### src/sv/pau_pkg.sv
// Shared types and codes for the primitive assembler.
`default_nettype none

package pau_pkg;

    // Primitive kinds carried on the input beat.
    localparam logic [2:0] KIND_POINTS    = 3'd0;
    localparam logic [2:0] KIND_LINE_LIST = 3'd1;
    localparam logic [2:0] KIND_LINE_STRIP = 3'd2;
    localparam logic [2:0] KIND_TRI_LIST  = 3'd3;
    localparam logic [2:0] KIND_TRI_STRIP = 3'd4;
    localparam logic [2:0] KIND_TRI_FAN   = 3'd5;

    // Output list codes.
    localparam logic [1:0] LIST_POINTS    = 2'd0;
    localparam logic [1:0] LIST_LINES     = 2'd1;
    localparam logic [1:0] LIST_TRIANGLES = 2'd2;

    // Corner positions within an emitted primitive.
    localparam logic [1:0] CORNER_0 = 2'd0;
    localparam logic [1:0] CORNER_1 = 2'd1;
    localparam logic [1:0] CORNER_2 = 2'd2;

    typedef struct packed {
        logic [2:0]  prim_kind;
        logic        first_vertex;
        logic [63:0] vertex_data;
        logic        clear_lists;
    } pau_vertex_t;

    typedef struct packed {
        logic [1:0]  list_kind;
        logic [63:0] out_vertex;
        logic [1:0]  corner;
        logic [31:0] list_count;
        logic        last;
    } pau_result_t;

    // One assembled primitive, handed from the front to the back.
    typedef struct packed {
        logic [1:0]  list_kind;
        logic [1:0]  last_corner;
        logic [31:0] count;
        logic [63:0] v0;
        logic [63:0] v1;
        logic [63:0] v2;
    } pau_cmd_t;

endpackage

`default_nettype wire

### src/sv/primitive_assembler_unit.sv
// Top level of the primitive assembler: front end, primitive queue and back end.
`default_nettype none

// The primitive assembler takes one vertex beat per cycle while it does not
// stall and turns point lists, line lists, line strips, triangle lists,
// triangle strips and triangle fans into plain point, line and triangle lists,
// one result beat per corner of each completed primitive. The front end accepts
// a vertex whenever the two-entry primitive queue has room, so any vertex,
// whether it completes a primitive or not, waits only while two primitives are
// queued. The back end holds one primitive and issues one corner per cycle
// while the result port is not stalled, so a stream of strip or fan vertices
// is held to the pace of the single result port, one beat per corner. Each list
// keeps its own running count, which saturates at its maximum and can be zeroed
// by a vertex that asks for it. Only the low VERTEX_BITS bits of a vertex
// payload are kept, and the counts are COUNT_BITS wide; both are zero-extended
// on the result beat.
module primitive_assembler_unit #(
    parameter int VERTEX_BITS = 64,
    parameter int COUNT_BITS  = 32
) (
    input  wire logic                 clk,
    input  wire logic                 rst_n,
    input  wire logic                 vtx_valid,
    output logic                      vtx_stall,
    input  wire pau_pkg::pau_vertex_t vtx,
    output logic                      res_valid,
    input  wire logic                 res_stall,
    output pau_pkg::pau_result_t      res
);

    logic              accept;
    logic              emit;
    logic              q_full;
    logic              q_pop;
    logic              q_head_valid;
    pau_pkg::pau_cmd_t front_cmd;
    pau_pkg::pau_cmd_t q_head_cmd;

    // A vertex is held off only while the queue is full; the front end has
    // no other reason to stall.
    assign vtx_stall = q_full;
    assign accept    = vtx_valid && !vtx_stall;

    pau_front #(
        .VERTEX_BITS(VERTEX_BITS),
        .COUNT_BITS (COUNT_BITS)
    ) u_front (
        .clk   (clk),
        .rst_n (rst_n),
        .accept(accept),
        .vtx   (vtx),
        .emit  (emit),
        .cmd   (front_cmd)
    );

    // Only vertices that complete a primitive push an entry.
    pau_queue u_queue (
        .clk       (clk),
        .rst_n     (rst_n),
        .push      (accept && emit),
        .push_cmd  (front_cmd),
        .full      (q_full),
        .pop       (q_pop),
        .head_valid(q_head_valid),
        .head_cmd  (q_head_cmd)
    );

    pau_back u_back (
        .clk       (clk),
        .rst_n     (rst_n),
        .head_valid(q_head_valid),
        .head_cmd  (q_head_cmd),
        .pop       (q_pop),
        .res_valid (res_valid),
        .res_stall (res_stall),
        .res       (res)
    );

endmodule

`default_nettype wire

### src/sv/pau_front.sv
// Front end: tracks primitive state per vertex and assembles whole primitives.
`default_nettype none

module pau_front #(
    parameter int VERTEX_BITS = 64,
    parameter int COUNT_BITS  = 32
) (
    input  wire logic                 clk,
    input  wire logic                 rst_n,
    input  wire logic                 accept,
    input  wire pau_pkg::pau_vertex_t vtx,
    output logic                      emit,
    output pau_pkg::pau_cmd_t         cmd
);

    logic [2:0]             kind_reg, kind_next;
    logic [1:0]             pos_reg, pos_next;
    logic [COUNT_BITS-1:0]  pt_reg, pt_next;
    logic [COUNT_BITS-1:0]  ln_reg, ln_next;
    logic [COUNT_BITS-1:0]  tr_reg, tr_next;
    logic [VERTEX_BITS-1:0] anchor_reg, anchor_next;
    logic [VERTEX_BITS-1:0] older_reg, older_next;
    logic [VERTEX_BITS-1:0] newer_reg, newer_next;

    logic [VERTEX_BITS-1:0] v;
    logic [1:0]             pos;
    logic [COUNT_BITS-1:0]  pt_base, ln_base, tr_base;
    logic [COUNT_BITS-1:0]  pt_inc, ln_inc, tr_inc;

    always_comb
    begin
        v       = vtx.vertex_data[VERTEX_BITS-1:0];
        pt_base = vtx.clear_lists ? '0 : pt_reg;
        ln_base = vtx.clear_lists ? '0 : ln_reg;
        tr_base = vtx.clear_lists ? '0 : tr_reg;
        pt_inc  = (&pt_base) ? pt_base : pt_base + 1'b1;
        ln_inc  = (&ln_base) ? ln_base : ln_base + 1'b1;
        tr_inc  = (&tr_base) ? tr_base : tr_base + 1'b1;

        kind_next   = vtx.first_vertex ? vtx.prim_kind : kind_reg;
        pos         = vtx.first_vertex ? 2'd0 : pos_reg;
        pos_next    = pos;
        pt_next     = pt_base;
        ln_next     = ln_base;
        tr_next     = tr_base;
        anchor_next = anchor_reg;
        older_next  = older_reg;
        newer_next  = newer_reg;

        emit            = 1'b0;
        cmd.list_kind   = pau_pkg::LIST_POINTS;
        cmd.last_corner = pau_pkg::CORNER_0;
        cmd.count       = '0;
        cmd.v0          = 64'(v);
        cmd.v1          = 64'(v);
        cmd.v2          = 64'(v);

        unique case (kind_next)
            pau_pkg::KIND_POINTS:
            begin
                pt_next   = pt_inc;
                emit      = 1'b1;
                cmd.count = 32'(pt_inc);
                pos_next  = 2'd0;
            end
            pau_pkg::KIND_LINE_LIST:
            begin
                if (pos == 2'd0)
                begin
                    newer_next = v;
                    pos_next   = 2'd1;
                end
                else
                begin
                    ln_next         = ln_inc;
                    emit            = 1'b1;
                    cmd.list_kind   = pau_pkg::LIST_LINES;
                    cmd.last_corner = pau_pkg::CORNER_1;
                    cmd.count       = 32'(ln_inc);
                    cmd.v0          = 64'(newer_reg);
                    pos_next        = 2'd0;
                end
            end
            pau_pkg::KIND_LINE_STRIP:
            begin
                if (pos != 2'd0)
                begin
                    ln_next         = ln_inc;
                    emit            = 1'b1;
                    cmd.list_kind   = pau_pkg::LIST_LINES;
                    cmd.last_corner = pau_pkg::CORNER_1;
                    cmd.count       = 32'(ln_inc);
                    cmd.v0          = 64'(newer_reg);
                end
                newer_next = v;
                pos_next   = 2'd1;
            end
            pau_pkg::KIND_TRI_LIST:
            begin
                if (pos == 2'd0)
                begin
                    older_next = v;
                    pos_next   = 2'd1;
                end
                else if (pos == 2'd1)
                begin
                    newer_next = v;
                    pos_next   = 2'd2;
                end
                else
                begin
                    tr_next         = tr_inc;
                    emit            = 1'b1;
                    cmd.list_kind   = pau_pkg::LIST_TRIANGLES;
                    cmd.last_corner = pau_pkg::CORNER_2;
                    cmd.count       = 32'(tr_inc);
                    cmd.v0          = 64'(older_reg);
                    cmd.v1          = 64'(newer_reg);
                    pos_next        = 2'd0;
                end
            end
            pau_pkg::KIND_TRI_STRIP:
            begin
                if (pos[1])
                begin
                    tr_next         = tr_inc;
                    emit            = 1'b1;
                    cmd.list_kind   = pau_pkg::LIST_TRIANGLES;
                    cmd.last_corner = pau_pkg::CORNER_2;
                    cmd.count       = 32'(tr_inc);
                    cmd.v0          = 64'(older_reg);
                    // Odd triangles swap the last two corners to keep winding.
                    if (pos == 2'd3)
                    begin
                        cmd.v2 = 64'(newer_reg);
                    end
                    else
                    begin
                        cmd.v1 = 64'(newer_reg);
                    end
                end
                older_next = newer_reg;
                newer_next = v;
                pos_next   = (pos == 2'd3) ? 2'd2 : pos + 2'd1;
            end
            pau_pkg::KIND_TRI_FAN:
            begin
                if (pos == 2'd0)
                begin
                    anchor_next = v;
                    pos_next    = 2'd1;
                end
                else
                begin
                    if (pos[1])
                    begin
                        tr_next         = tr_inc;
                        emit            = 1'b1;
                        cmd.list_kind   = pau_pkg::LIST_TRIANGLES;
                        cmd.last_corner = pau_pkg::CORNER_2;
                        cmd.count       = 32'(tr_inc);
                        cmd.v0          = 64'(anchor_reg);
                        cmd.v1          = 64'(newer_reg);
                    end
                    newer_next = v;
                    pos_next   = 2'd2;
                end
            end
            default:
            begin
                pos_next = 2'd0;
            end
        endcase
    end

    always_ff @(posedge clk or negedge rst_n)
    begin
        if (!rst_n)
        begin
            kind_reg <= pau_pkg::KIND_POINTS;
            pos_reg  <= '0;
            pt_reg   <= '0;
            ln_reg   <= '0;
            tr_reg   <= '0;
        end
        else if (accept)
        begin
            kind_reg <= kind_next;
            pos_reg  <= pos_next;
            pt_reg   <= pt_next;
            ln_reg   <= ln_next;
            tr_reg   <= tr_next;
        end
    end

    always_ff @(posedge clk)
    begin
        if (accept)
        begin
            anchor_reg <= anchor_next;
            older_reg  <= older_next;
            newer_reg  <= newer_next;
        end
    end

endmodule

`default_nettype wire

### src/sv/pau_queue.sv
// Two-entry queue of assembled primitives between the front and the back.
`default_nettype none

module pau_queue (
    input  wire logic              clk,
    input  wire logic              rst_n,
    input  wire logic              push,
    input  wire pau_pkg::pau_cmd_t push_cmd,
    output logic                   full,
    input  wire logic              pop,
    output logic                   head_valid,
    output pau_pkg::pau_cmd_t      head_cmd
);

    localparam int DEPTH = 2;

    pau_pkg::pau_cmd_t                  entry_reg [DEPTH];
    logic [$clog2(DEPTH)-1:0]           wr_ptr_reg;
    logic [$clog2(DEPTH)-1:0]           rd_ptr_reg;
    logic [$clog2(DEPTH+1)-1:0]         fill_reg;

    always_comb
    begin
        full       = (fill_reg == ($clog2(DEPTH+1))'(DEPTH));
        head_valid = (fill_reg != '0);
        head_cmd   = entry_reg[rd_ptr_reg];
    end

    always_ff @(posedge clk or negedge rst_n)
    begin
        if (!rst_n)
        begin
            wr_ptr_reg <= '0;
            rd_ptr_reg <= '0;
            fill_reg   <= '0;
        end
        else
        begin
            if (push)
            begin
                wr_ptr_reg <= wr_ptr_reg + 1'b1;
            end
            if (pop)
            begin
                rd_ptr_reg <= rd_ptr_reg + 1'b1;
            end
            if (push && !pop)
            begin
                fill_reg <= fill_reg + 1'b1;
            end
            else if (pop && !push)
            begin
                fill_reg <= fill_reg - 1'b1;
            end
        end
    end

    always_ff @(posedge clk)
    begin
        if (push)
        begin
            entry_reg[wr_ptr_reg] <= push_cmd;
        end
    end

endmodule

`default_nettype wire

### src/sv/pau_back.sv
// Back end: walks the corners of each queued primitive, one result beat a cycle unless stalled.
`default_nettype none

module pau_back (
    input  wire logic               clk,
    input  wire logic               rst_n,
    input  wire logic               head_valid,
    input  wire pau_pkg::pau_cmd_t  head_cmd,
    output logic                    pop,
    output logic                    res_valid,
    input  wire logic               res_stall,
    output pau_pkg::pau_result_t    res
);

    pau_pkg::pau_cmd_t cur_reg;
    logic              busy_reg;
    logic [1:0]        idx_reg;
    logic              at_last;
    logic              res_accept;

    always_comb
    begin
        res_valid  = busy_reg;
        at_last    = (idx_reg == cur_reg.last_corner);
        res_accept = busy_reg && !res_stall;
        pop        = head_valid && (!busy_reg || (res_accept && at_last));

        res.list_kind  = cur_reg.list_kind;
        res.corner     = idx_reg;
        res.list_count = cur_reg.count;
        res.last       = at_last;
        unique case (idx_reg)
            pau_pkg::CORNER_0: res.out_vertex = cur_reg.v0;
            pau_pkg::CORNER_1: res.out_vertex = cur_reg.v1;
            default:           res.out_vertex = cur_reg.v2;
        endcase
    end

    always_ff @(posedge clk or negedge rst_n)
    begin
        if (!rst_n)
        begin
            busy_reg <= 1'b0;
            idx_reg  <= pau_pkg::CORNER_0;
        end
        else if (pop)
        begin
            busy_reg <= 1'b1;
            idx_reg  <= pau_pkg::CORNER_0;
        end
        else if (res_accept)
        begin
            if (at_last)
            begin
                busy_reg <= 1'b0;
            end
            else
            begin
                idx_reg <= idx_reg + 2'd1;
            end
        end
    end

    always_ff @(posedge clk)
    begin
        if (pop)
        begin
            cur_reg <= head_cmd;
        end
    end

endmodule

`default_nettype wire

### config.mk
export PLATFORM = sky130hd
export DESIGN_NAME = primitive_assembler_unit
export DESIGN_NICKNAME = d
export VERILOG_FILES = /design/src/sv/pau_pkg.sv /design/src/sv/primitive_assembler_unit.sv /design/src/sv/pau_front.sv /design/src/sv/pau_queue.sv /design/src/sv/pau_back.sv
export SDC_FILE = /design/constraint.sdc
export NUM_CORES = 1
export LEC_CHECK = 0
export ABC_CLOCK_PERIOD_IN_PS = 16850
export BUFFER_PORTS_ARGS = -buffer_cell sky130_fd_sc_hd__buf_2
export CAP_MARGIN = 20
export CORE_ASPECT_RATIO = 0.75
export CORE_MARGIN = 2
export CORE_UTILIZATION = 53
export CTS_CLUSTER_SIZE = 30
export DETAILED_ROUTE_END_ITERATION = 7
export HOLD_SLACK_MARGIN = 0.1
export PLACE_DENSITY = 0.7
export SYNTH_ARGS = -nofsm -noshare
export SYNTH_HDL_FRONTEND = slang
export SYNTH_HIERARCHICAL = 1
export SYNTH_SLANG_ARGS = --single-unit
### constraint.sdc
create_clock -name clk -period 16.85 [get_ports clk]
set_input_delay 3.37 -clock clk [delete_from_list [all_inputs] [get_ports clk]]
set_output_delay 3.37 -clock clk [all_outputs]
set_load 0.005 [all_outputs]
-- After elaboration in Yosys (flattened, before gate mapping)
Memories as Yosys holds them, arrays and structs flattened. A register that Yosys moved wholly into a read port is not among the register bits.
Cells that the tools add are included.
- register bits after elaboration: 300
- bits in writable memories: 456
- input bits: 73
- memories: 1
- memory list (name ; words ; width ; read ports ; clocked after Yosys merged registers in ; wr ports ; line ; text):
    u_queue.entry_reg ; 2 ; 228 ; 1 ; 1 ; 1 ; pau_queue.sv:17 ; pau_pkg::pau_cmd_t entry_reg [DEPTH];
- $add $sub $neg: 9
- equality and inequality tests: 16
- muxes and demuxes: 61
- reductions and logical operators: 32
- operator list (kind ; number):
    $mux W164 ; 4
    $mux W64 ; 7
    $mux W32 ; 13
    $pmux W64 S5 ; 1
    $pmux W64 S2 ; 2
    $pmux W64 S4 ; 1
    $mux W228 ; 1
    $mux W99 ; 2
    $pmux W32 S6 ; 1
    $pmux W64 S3 ; 1
    $add A32 B1 Y32 const B ; 3
    $pmux W32 S3 ; 1
    $reduce_and A32 Y1 ; 3
    $pmux W32 S2 ; 1
    $mux W2 ; 10
    $pmux W4 S5 ; 1
    $mux W1 ; 12
    $reduce_bool A2 Y1 ; 6
    $pmux W2 S5 ; 1
    $logic_and A1 B1 Y1 ; 7
    $add A2 B1 Y2 const B ; 3
    $eq A3 B2 Y1 const B ; 2
    $eq A3 B3 Y1 const B ; 2
    $ne A2 B1 Y1 const B ; 3
    other kinds (18) ; 30

-- Depth between registers and ports, before layout
Gate-level depths: netlist (run 1).
- depth after elaboration: 10
- depth in mapped cells: 14
- depth with buffers taken out: 9

-- Hierarchy
Netlist (run 1), hierarchy kept.
- modules (own cells, without submodules) (module ; instances ; cells an instance ; area an instance (sq um) ; sequential area each (sq um)):
    pau_front ; 1 ; 1715 ; 17927.2 ; 8293.0
    pau_queue ; 1 ; 725 ; 16721.0 ; 13793.2
    pau_back ; 1 ; 497 ; 8404.3 ; 6921.6
    primitive_assembler_unit ; 1 ; 2 ; 15.0 ; 0.0

-- Worst setup path after synthesis (run 1)
Ideal clock, no wire load.
- path kind: input -> register
- start: input vtx[65] in the netlist's numbering
- end: memory u_queue/entry_reg[0][0] in the netlist's numbering (enable)
- library setup time: 0.848 ns
- arrival: 14.994 ns
- data required time: 16.002 ns
- setup slack: 1.009 ns
- stages: 8
- buffers on the path: 3
- cell sequence: buf_2 mux2i_1 nand3_1 clkbuf_1 clkbuf_1 nand3_1 and3b_1 nor2b_1
- word-level cells in the longest chain between the ends: 8
- elaborated cells between the ends (all ways): 21
- RTL lines (element ; line ; text):
    start: declaration ; primitive_assembler_unit.sv:25 ; input wire pau_pkg::pau_vertex_t vtx,
    $mux W2 ; pau_front.sv:41 ; pos = vtx.first_vertex ? 2'd0 : pos_reg;
    $eq A2 B1 Y1 ; pau_front.sv:105 ; else if (pos == 2'd1)
    $mux W1 ; pau_front.sv:105 ;
    $mux W1 ; pau_front.sv:100 ; if (pos == 2'd0)
    $pmux W1 S6 * ; pau_front.sv:58 ; unique case (kind_next)
    net emit ; primitive_assembler_unit.sv:32 ; logic emit;
    $logic_and A1 B1 Y1 * ; primitive_assembler_unit.sv:60 ; .push (accept && emit),
    $mux W1 * ; pau_queue.sv:60 ; if (push)
    $mux W1 (not written as such) * ; pau_queue.sv:62 ; entry_reg[wr_ptr_reg] <= push_cmd;
    end: declaration ; pau_queue.sv:17 ;
The timed path passes the listed nets; every way through them passes the cells marked *.

-- Worst setup path after layout (run 1)
- start: input vtx[65] in the netlist's numbering
- end: memory u_queue/entry_reg[1][100] in the netlist's numbering (enable)
The elaborated chain is that of the path after synthesis.

==> impl_results.md, run 1 <==
- Setup Viol. Count Final: 0
- Top cell type's share of synthesized area: 61.1%
- Initial antenna violation count: 13
- Worst EP arrival: 7.87 ns
- Relative slew slack: 27.6%
- Syn Area/Cell: 14.7 um^2
- Final #Nets: 3123
- Grt total ovfl: 0
- Clock latency on the worst-skew pair: 0.66 ns
- M2 GR Usage: 38.8%
- Starting density of the core: 53.6%
- IO Count: 176
- DIE WIDTH: 333 um
- Worst-margin pin slew: 1.09 ns
- Met1 Use GR: 33.1%
- Post-CTS Setup Inserts: 0
- Max-Cap Viols: 0
- EDFF count, synth: 876
- R2r endpoint: u_queue/entry_reg[1][100]
- Remaining antenna violation count: 0
- Sw Share: 31.0%
- Top FF cell, synth: edfxtp_1
- Worst Hold Class: reg -> reg
- Max FO, Critical Path: 70
- # hold bufs at CTS: 0
- Fmax: 0.132 GHz
- Switching pwr: 2240 uW
- Yosys top cell by area: edfxtp_1
- Outcome: finished clean
- Final hold violations: 0
- Slew Limit Fails: 0
- Global route hottest layer: met2
- Critical path required time: 17.12 ns
- Seq/Total Area, Yosys: 67.4%
- Post-synthesis instance total: 2939
- Routed vias: 25900
- Crit path capture type: flip-flop
- Final instance area: 47600 um^2
- Gpl congestion: 0.918
- Fin crit period: 7.60 ns
- Yosys cell types: 85
- Crit path kind: in -> reg
- RSZ-0062 raised after global routing: false
- CTS Buffer Depth: 3
- R2R Path Start: u_front/kind_reg[0]
- Post-route clock skew: 0.0214 ns
- Layout area overhead: 10.5%
- Setup crit end: u_queue/entry_reg[1][100]
- Lkg Pwr: 0.0162 uW
- Async set-or-reset flop fraction in the synthesized netlist: 11.0%
- Most common cell in the netlist: edfxtp_1
- Tcrit/Tclk final: 45.1%
- Netlist Area Pre-Place: 43100 um^2
- Num CTS Buffers: 95
- CTS root buf: clkbuf_16
- Int Pwr: 4990 uW
- Die area: 83600 um^2
- Worst-path clk slew: 0.06 ns
- Fraction of layout cells with a size suffix above 1: 26.5%
- Fillers: 6083
- Sink Count: 984
- CP dominant cell by count: buf_4
- Slowest cell on the critical path: and2_4
- CTS resizes: 0
- CORE AREA: 80400 um^2
- Critical Path Source Type: input port
- First-pass GRT wire length: 154000 um
- H-Tree Depth: 3
- Port Buffers: 175
- Main area contributors after synthesis: edfxtp_1 61%, mux2_2 11%, dfrtp_1 6.3%, nand2_1 2.5%, a22oi_1 2.4%
- PD cells: 152 nW/um^2
- Max reg flops: 456
- Flop pwr share: 46.9%
- Number of remaining DRC errors: 0
- Initial drt markers: 2536
- R2R Setup Slk: 11.85 ns
- Crit-path cells: buf_2 -> mux2i_1 -> nor3_1 -> o21ai_2 -> buf_4 -> nand3_1 -> and3b_1 -> and2_4 -> buf_4 -> buf_4
- Post-Route Setup TNS: 0 ns
- Synth top cells by count: 876 x edfxtp_1, 419 x mux2_2, 286 x nand2_1, 158 x nor2_1, 137 x a22oi_1
- GRT Overall Usage: 24.1%
- Worst Setup SP: vtx[65]
- R2R depth: 9
- Synth Net Count: 3018
- CTS tree: yes
- Clock network fraction of total power: 28.5%
- WL final: 102000 um
- Logic pwr share: 24.6%
- Largest net degree at the start of global routing: 166
- Placed cell areas: 44600 um^2
- Vias in the first global route: 25600
- DRT Pass-1 Iters: 5
- GR Util met3: 4.56%
- Post-DR wirelength/cell: 24.4 um
- Rows: 90
- DP HPWL: 57800 um
- Chip height: 251 um
- Peak supply drop: 0.000155 V
- Yosys warns: 6
- Slowest stage delay, CP: 0.88 ns
- Synthesized flop and latch total: 984
- Vias per cell: 6.18
==> worst max-delay path: cells and delay by family <==
| family | cells | cell delay, ns |
|---|---|---|
| AO/OA/AOI/OAI | 1 | 0.09 |
| buffers and inverters | 4 | 2.02 |
| multiplexers | 1 | 0.35 |
| AND/OR/NAND/NOR | 4 | 1.90 |
==> final cells by class <==
| type | count | area [um^2] | area share (%) |
|---|---|---|---|
| antenna | 7 | 17.5 | 0.0368 |
| clock buffer | 115 | 2470 | 5.20 |
| clock inverter | 59 | 514 | 1.08 |
| inverter | 30 | 114 | 0.239 |
| multi-input combinational | 1716 | 12900 | 27.1 |
| sequential | 984 | 29000 | 61.0 |
| tap | 1058 | 1320 | 2.78 |
| timing repair buffer | 217 | 1230 | 2.58 |
==> stage by stage <==
| stage | hold WS (ns) | power [uW] | setup WS [ns] | std cells | utilization, % |
|---|---|---|---|---|---|
| CTS | 0.482 | 7280 | 9.27 | 4178 | 59.1 |
| global route | 0.526 | 7540 | 8.99 | 4185 | 59.2 |
| floorplan | 0.447 | 4660 | 1.01 | 2939 | - |
| finish | 0.485 | 7230 | 9.25 | 4186 | 59.2 |
| detailed placement | 0.472 | 5230 | 8.58 | 4004 | 55.4 |
| global placement | 0.465 | 5170 | 8.73 | 4004 | 55.4 |
==> power groups by stage <==
stage,clock (uW),combinational [uW],sequential [uW]
finish,2060,1780,3390
global route,2190,1920,3430
CTS,2090,1800,3390
detailed placement,0,1790,3440
global placement,0,1750,3420
floorplan,0,1200,3450
==> worst min path at each step <==
stage	start	end	slack [ns]	depth (start not counted)
after floorplan	u_queue/fill_reg[1]	u_queue/fill_reg[1]	0.45	1
after global placement	u_queue/fill_reg[1]	u_queue/fill_reg[1]	0.47	1
after detailed placement	u_queue/fill_reg[1]	u_queue/fill_reg[1]	0.47	1
after CTS	u_front/ln_reg[31]	u_front/ln_reg[31]	0.48	1
after global routing	u_queue/fill_reg[1]	u_queue/fill_reg[1]	0.53	1
final	u_queue/fill_reg[1]	u_queue/fill_reg[1]	0.49	1
==> metal layers <==
metal,up-vias,part of all wire [%]
li1,11600,-
met1,13100,42
met2,987,48
met3,170,7.1
met4,10,2.7
met5,-,0.051
==> layout by cell type (no fill, tap or decap), types with 16 or more instances in the layout <==
master       n
a21oi_1     36
a221o_1     69
a22o_1      16
a22oi_1    137
a31oi_1     19
and3_1      20
buf_2      175
buf_4       39
clkbuf_1    18
clkbuf_16   95
clkinv_1    17
clkinv_2    23
dfrtp_1    107
edfxtp_1   876
inv_1       26
mux2_2     419
mux2i_1     19
nand2_1    283
nand3_1     71
nand4_1     29
nor2_1     157
nor2b_1     25
nor3_1      31
o21ai_0     67
xnor2_1     61
xor2_1      29
==> kinds of logic (layout without fill, tap and decap cells) <==
kind of cell	count (synthesis)	after routing	share of synthesized area [%]
AOI/OAI and AO/OA	464	464	8.16
xor gates and xnor gates	91	91	1.87
adders and majority gates	6	6	0.174
buffers and inverters	239	421	3.00
DFF	984	984	67.4
muxes	441	441	11.5
other	0	7	0
and+or+nand+nor	714	714	7.97
Note: power is estimated with default switching activity, not from simulation.
==> inputs of run 2 (changes only) <==
Settings changed: ABC_AREA set to 1, ABC_CLOCK_PERIOD_IN_PS 16850 to 7200.
Clock period 16.85 ns to 7.2 ns, I/O delays scaled along.
==> impl_results.md, run 2 <==
- Fillers: 6961 (+14%)
- R2R depth: 8 (-1)
- Vias per cell: 5.89 (-4.7%)
- Worst-margin pin slew: 1.14 ns (+0.0508 ns)
- Post-Synth XOR/XNOR Area: 0.948% (-0.92 points)
- First-pass GRT wire length: 185000 um (+20%)
- Seq/Total Area, Yosys: 62.8% (-4.6 points)
- CTS tree: yes
- Post-synthesis mux area share: 5.56% (-5.9 points)
- # hold bufs at CTS: 0 (unchanged)
- Synth top cells by count: 987 x nand2_1, 876 x edfxtp_1, 342 x inv_1, 261 x nor2_1, 246 x o21ai_0
- Max FO, Critical Path: 92 (+31%)
- Synth Net Count: 4269 (+41%)
- WL final: 122000 um (+19%)
- Worst Setup SP: vtx[65]
- Starting density of the core: 53.7% (+0.091 points)
- Worst-path clk slew: 0.06 ns (about the same)
- Main area contributors after synthesis: edfxtp_1 57%, nand2_1 8.0%, dfrtp_1 5.8%, mux2_2 5.6%, inv_1 2.8%
- Grt total ovfl: 0 (unchanged)
- Max-Cap Viols: 0 (unchanged)
- DRT Pass-1 Iters: 7 (+2)
- Rows: 93 (+3.3%)
- Tcrit/Tclk final: 70.7%
- Top FF cell, synth: edfxtp_1
- CTS Buffer Depth: 3 (unchanged)
- EDFF count, synth: 876 (unchanged)
- Crit path kind: in -> reg
- Fin crit period: 5.09 ns
- Yosys cell types: 49 (-42%)
- Max reg flops: 456 (unchanged)
- DIE WIDTH: 345 um (+3.5%)
- Final #Nets: 4342 (+39%)
- Async set-or-reset flop fraction in the synthesized netlist: 11.0% (unchanged)
- IO Count: 176 (unchanged)
- Critical Path Source Type: input port
- CORE AREA: 86100 um^2 (+7.1%)
- Compound-Gate Fraction of Synth Area: 9.75% (+1.6 points)
- Largest net degree at the start of global routing: 156 (-6.0%)
- Slowest stage delay, CP: 0.89 ns (about the same)
- PD cells: 371 nW/um^2 (+140%)
- H-Tree Depth: 3 (unchanged)
- Post-DR wirelength/cell: 22.3 um (-8.9%)
- Crit-path cells: buf_2 -> nand2_1 -> o21ai_1 -> nor2_1 -> nand2_4 -> buf_4 -> nand2_2 -> inv_1 -> o2111ai_1
- Lkg Pwr: 0.0193 uW (+19%)
- Worst Path Buf+Inv: 3 (-1)
- Clock latency on the worst-skew pair: 0.68 ns (+0.02 ns)
- Routed vias: 32300 (+25%)
- Number of remaining DRC errors: 0 (unchanged)
- Chip height: 260 um (+3.5%)
- Slew Limit Fails: 0 (unchanged)
- Peak supply drop: 0.000238 V (+54%)
- Post-Route Setup TNS: 0 ns (unchanged)
- Most common cell after layout, fill and taps aside: nand2_1
- Post-Synth Simple-Gate Area: 14.5% (+6.5 points)
- Fraction of layout cells with a size suffix above 1: 17.4% (-9.2 points)
- Syn Area/Cell: 11.0 um^2 (-25%)
- DP HPWL: 74900 um (+30%)
- Post-route insts no fill: 5484 (+31%)
- Post-synthesis instance total: 4190 (+43%)
- Yosys top cell by area: edfxtp_1
- CTS resizes: 0 (unchanged)
- Most common cell in the netlist: nand2_1
- CP Depth: 9 (-1)
- Remaining antenna violation count: 0 (unchanged)
- Hold Startpoint: u_queue/fill_reg[1]
- Family with the most delay on the worst path: buffers and inverters
- Initial drt markers: 4138 (+63%)
- Crit path capture type: flip-flop
- Most frequent cells in the layout: 984 x nand2_1, 876 x edfxtp_1, 339 x inv_1
- Post-CTS Setup Inserts: 0 (unchanged)
- Worst Hold Class: reg -> reg
- Final hold violations: 0 (unchanged)
- Worst EP arrival: 5.46 ns (-2.41 ns)
- Inst Count DP: 5303 (+32%)
- Critical path required time: 7.57 ns (-9.55 ns)
- Outcome: finished clean
- Die area: 89600 um^2 (+7.2%)
- Initial antenna violation count: 6 (-7)
- WHS Path Cells: 2 (+1)
- Num CTS Buffers: 96 (+1.1%)
- CTS root buf: clkbuf_16
- Slowest cell on the critical path: inv_1
- Layout area overhead: 10.1%
- Setup Viol. Count Final: 0 (unchanged)
- Largest family of logic cells by synthesized area: simple AND/OR/NAND/NOR gates
- RSZ-0062 raised after global routing: false
- Gpl congestion: 0.955 (+3.9%)
- Fmax: 0.196 GHz
- Top cell type's share of synthesized area: 56.9% (-4.1 points)
- R2R Path Start: u_front/kind_reg[0]
- Yosys warns: 6 (unchanged)
- Post-route clock skew: 0.0546 ns (+0.0333 ns)
- Vias in the first global route: 30600 (+19%)
- Synthesized flop and latch total: 984 (unchanged)
- Relative slew slack: 24.0% (-3.6 points)
- GRT Overall Usage: 27.2% (+3.1 points)
- Port Buffers: 175 (unchanged)
- Post-synthesis adder-cell area fraction: 0.162% (-0.012 points)
- Sink Count: 984 (unchanged)
- Netlist Area Pre-Place: 46200 um^2 (+7.3%)
==> run 2: changes by cell type in the layout (fill, tap and decap cells not counted), sizes merged, moves of 21 or more <==
cell and delta:
nor2b -27, nand3 +137, nor2 +159, o2111ai +21, o21ai +189, a221o -69
xnor2 -48, inv +324, mux2 -193, nand2 +714, a21oi +135, o211ai +29
==> run 2: cells by family after synthesis <==
family | count (synthesis)
compound gates | 726
xor+xnor | 50
fa+ha+maj | 6
buf+inv | 616
flops | 984
mux | 228
simple gates | 1580
==> run 2: path summary, 6_finish.rpt <==
path / endpoint / slack (ns)
worst max register to register: u_queue/entry_reg[1][185] / 2.79
max in group asynchronous: u_front/ln_reg[20] / 4.91
worst min-delay path: u_queue/fill_reg[1] / 0.49
min in group asynchronous: u_front/pt_reg[22] / 0.84
worst max-delay path: u_queue/entry_reg[1][185] / 2.11
worst min register to register: u_queue/fill_reg[1] / 0.49
==> run 2: tightest hold or removal path, cell delays in order, from the launching register on <==
cell     delay [ns]
dfrtp_1        0.35
nand2_1        0.06
nand2_1        0.05
==> run 2: area by class of cell <==
class | count | area, um^2 | area share (%)
Clock inverter | 63 | 703 | 1.38
Clock buffer | 115 | 2520 | 4.96
Inverter | 361 | 1360 | 2.68
Tap cell | 1140 | 1430 | 2.80
Multi-Input combinational cell | 2590 | 14400 | 28.3
Timing Repair Buffer | 230 | 1450 | 2.84
Antenna cell | 1 | 2.50 | 0.00492
Sequential cell | 984 | 29000 | 57.0
==> run 2: power by group <==
part / total [uW] / switching (uW) / internal (uW) / leakage (uW)
registers: 8230 / 488 / 7740 / 0.00932
clock network: 5150 / 2200 / 2950 / 0.00157
logic: 5490 / 3690 / 1800 / 0.00842
total: 18900 / 6380 / 12500 / 0.0193
==> run 2: per-layer routing <==
metal / vias up / share of wire (%) / global-route usage, %
met4: 6 / 2.8 / 8.35
met1: 15600 / 42 / 39.6
met3: 237 / 9.2 / 4.41
met2: 1652 / 46 / 42.1
met5: - / 0.034 / 0
li1: 14800 / - / -
==> run 2: stage by stage <==
step           total power (uW)  setup WS (ns)  utilization, %  area, um^2  hold slack (ns)
2_1_floorplan             12100          0.421               -       46200            0.442
3_3_place_gp              13700           1.57            55.3       47600            0.456
3_5_place_dp              13800           1.48            55.3       47600            0.471
4_1_cts                   18900           2.20            59.0       50800            0.486
5_1_grt                   19800           1.95            59.1       50900            0.514
6_report                  18900           2.11            59.1       50900            0.493
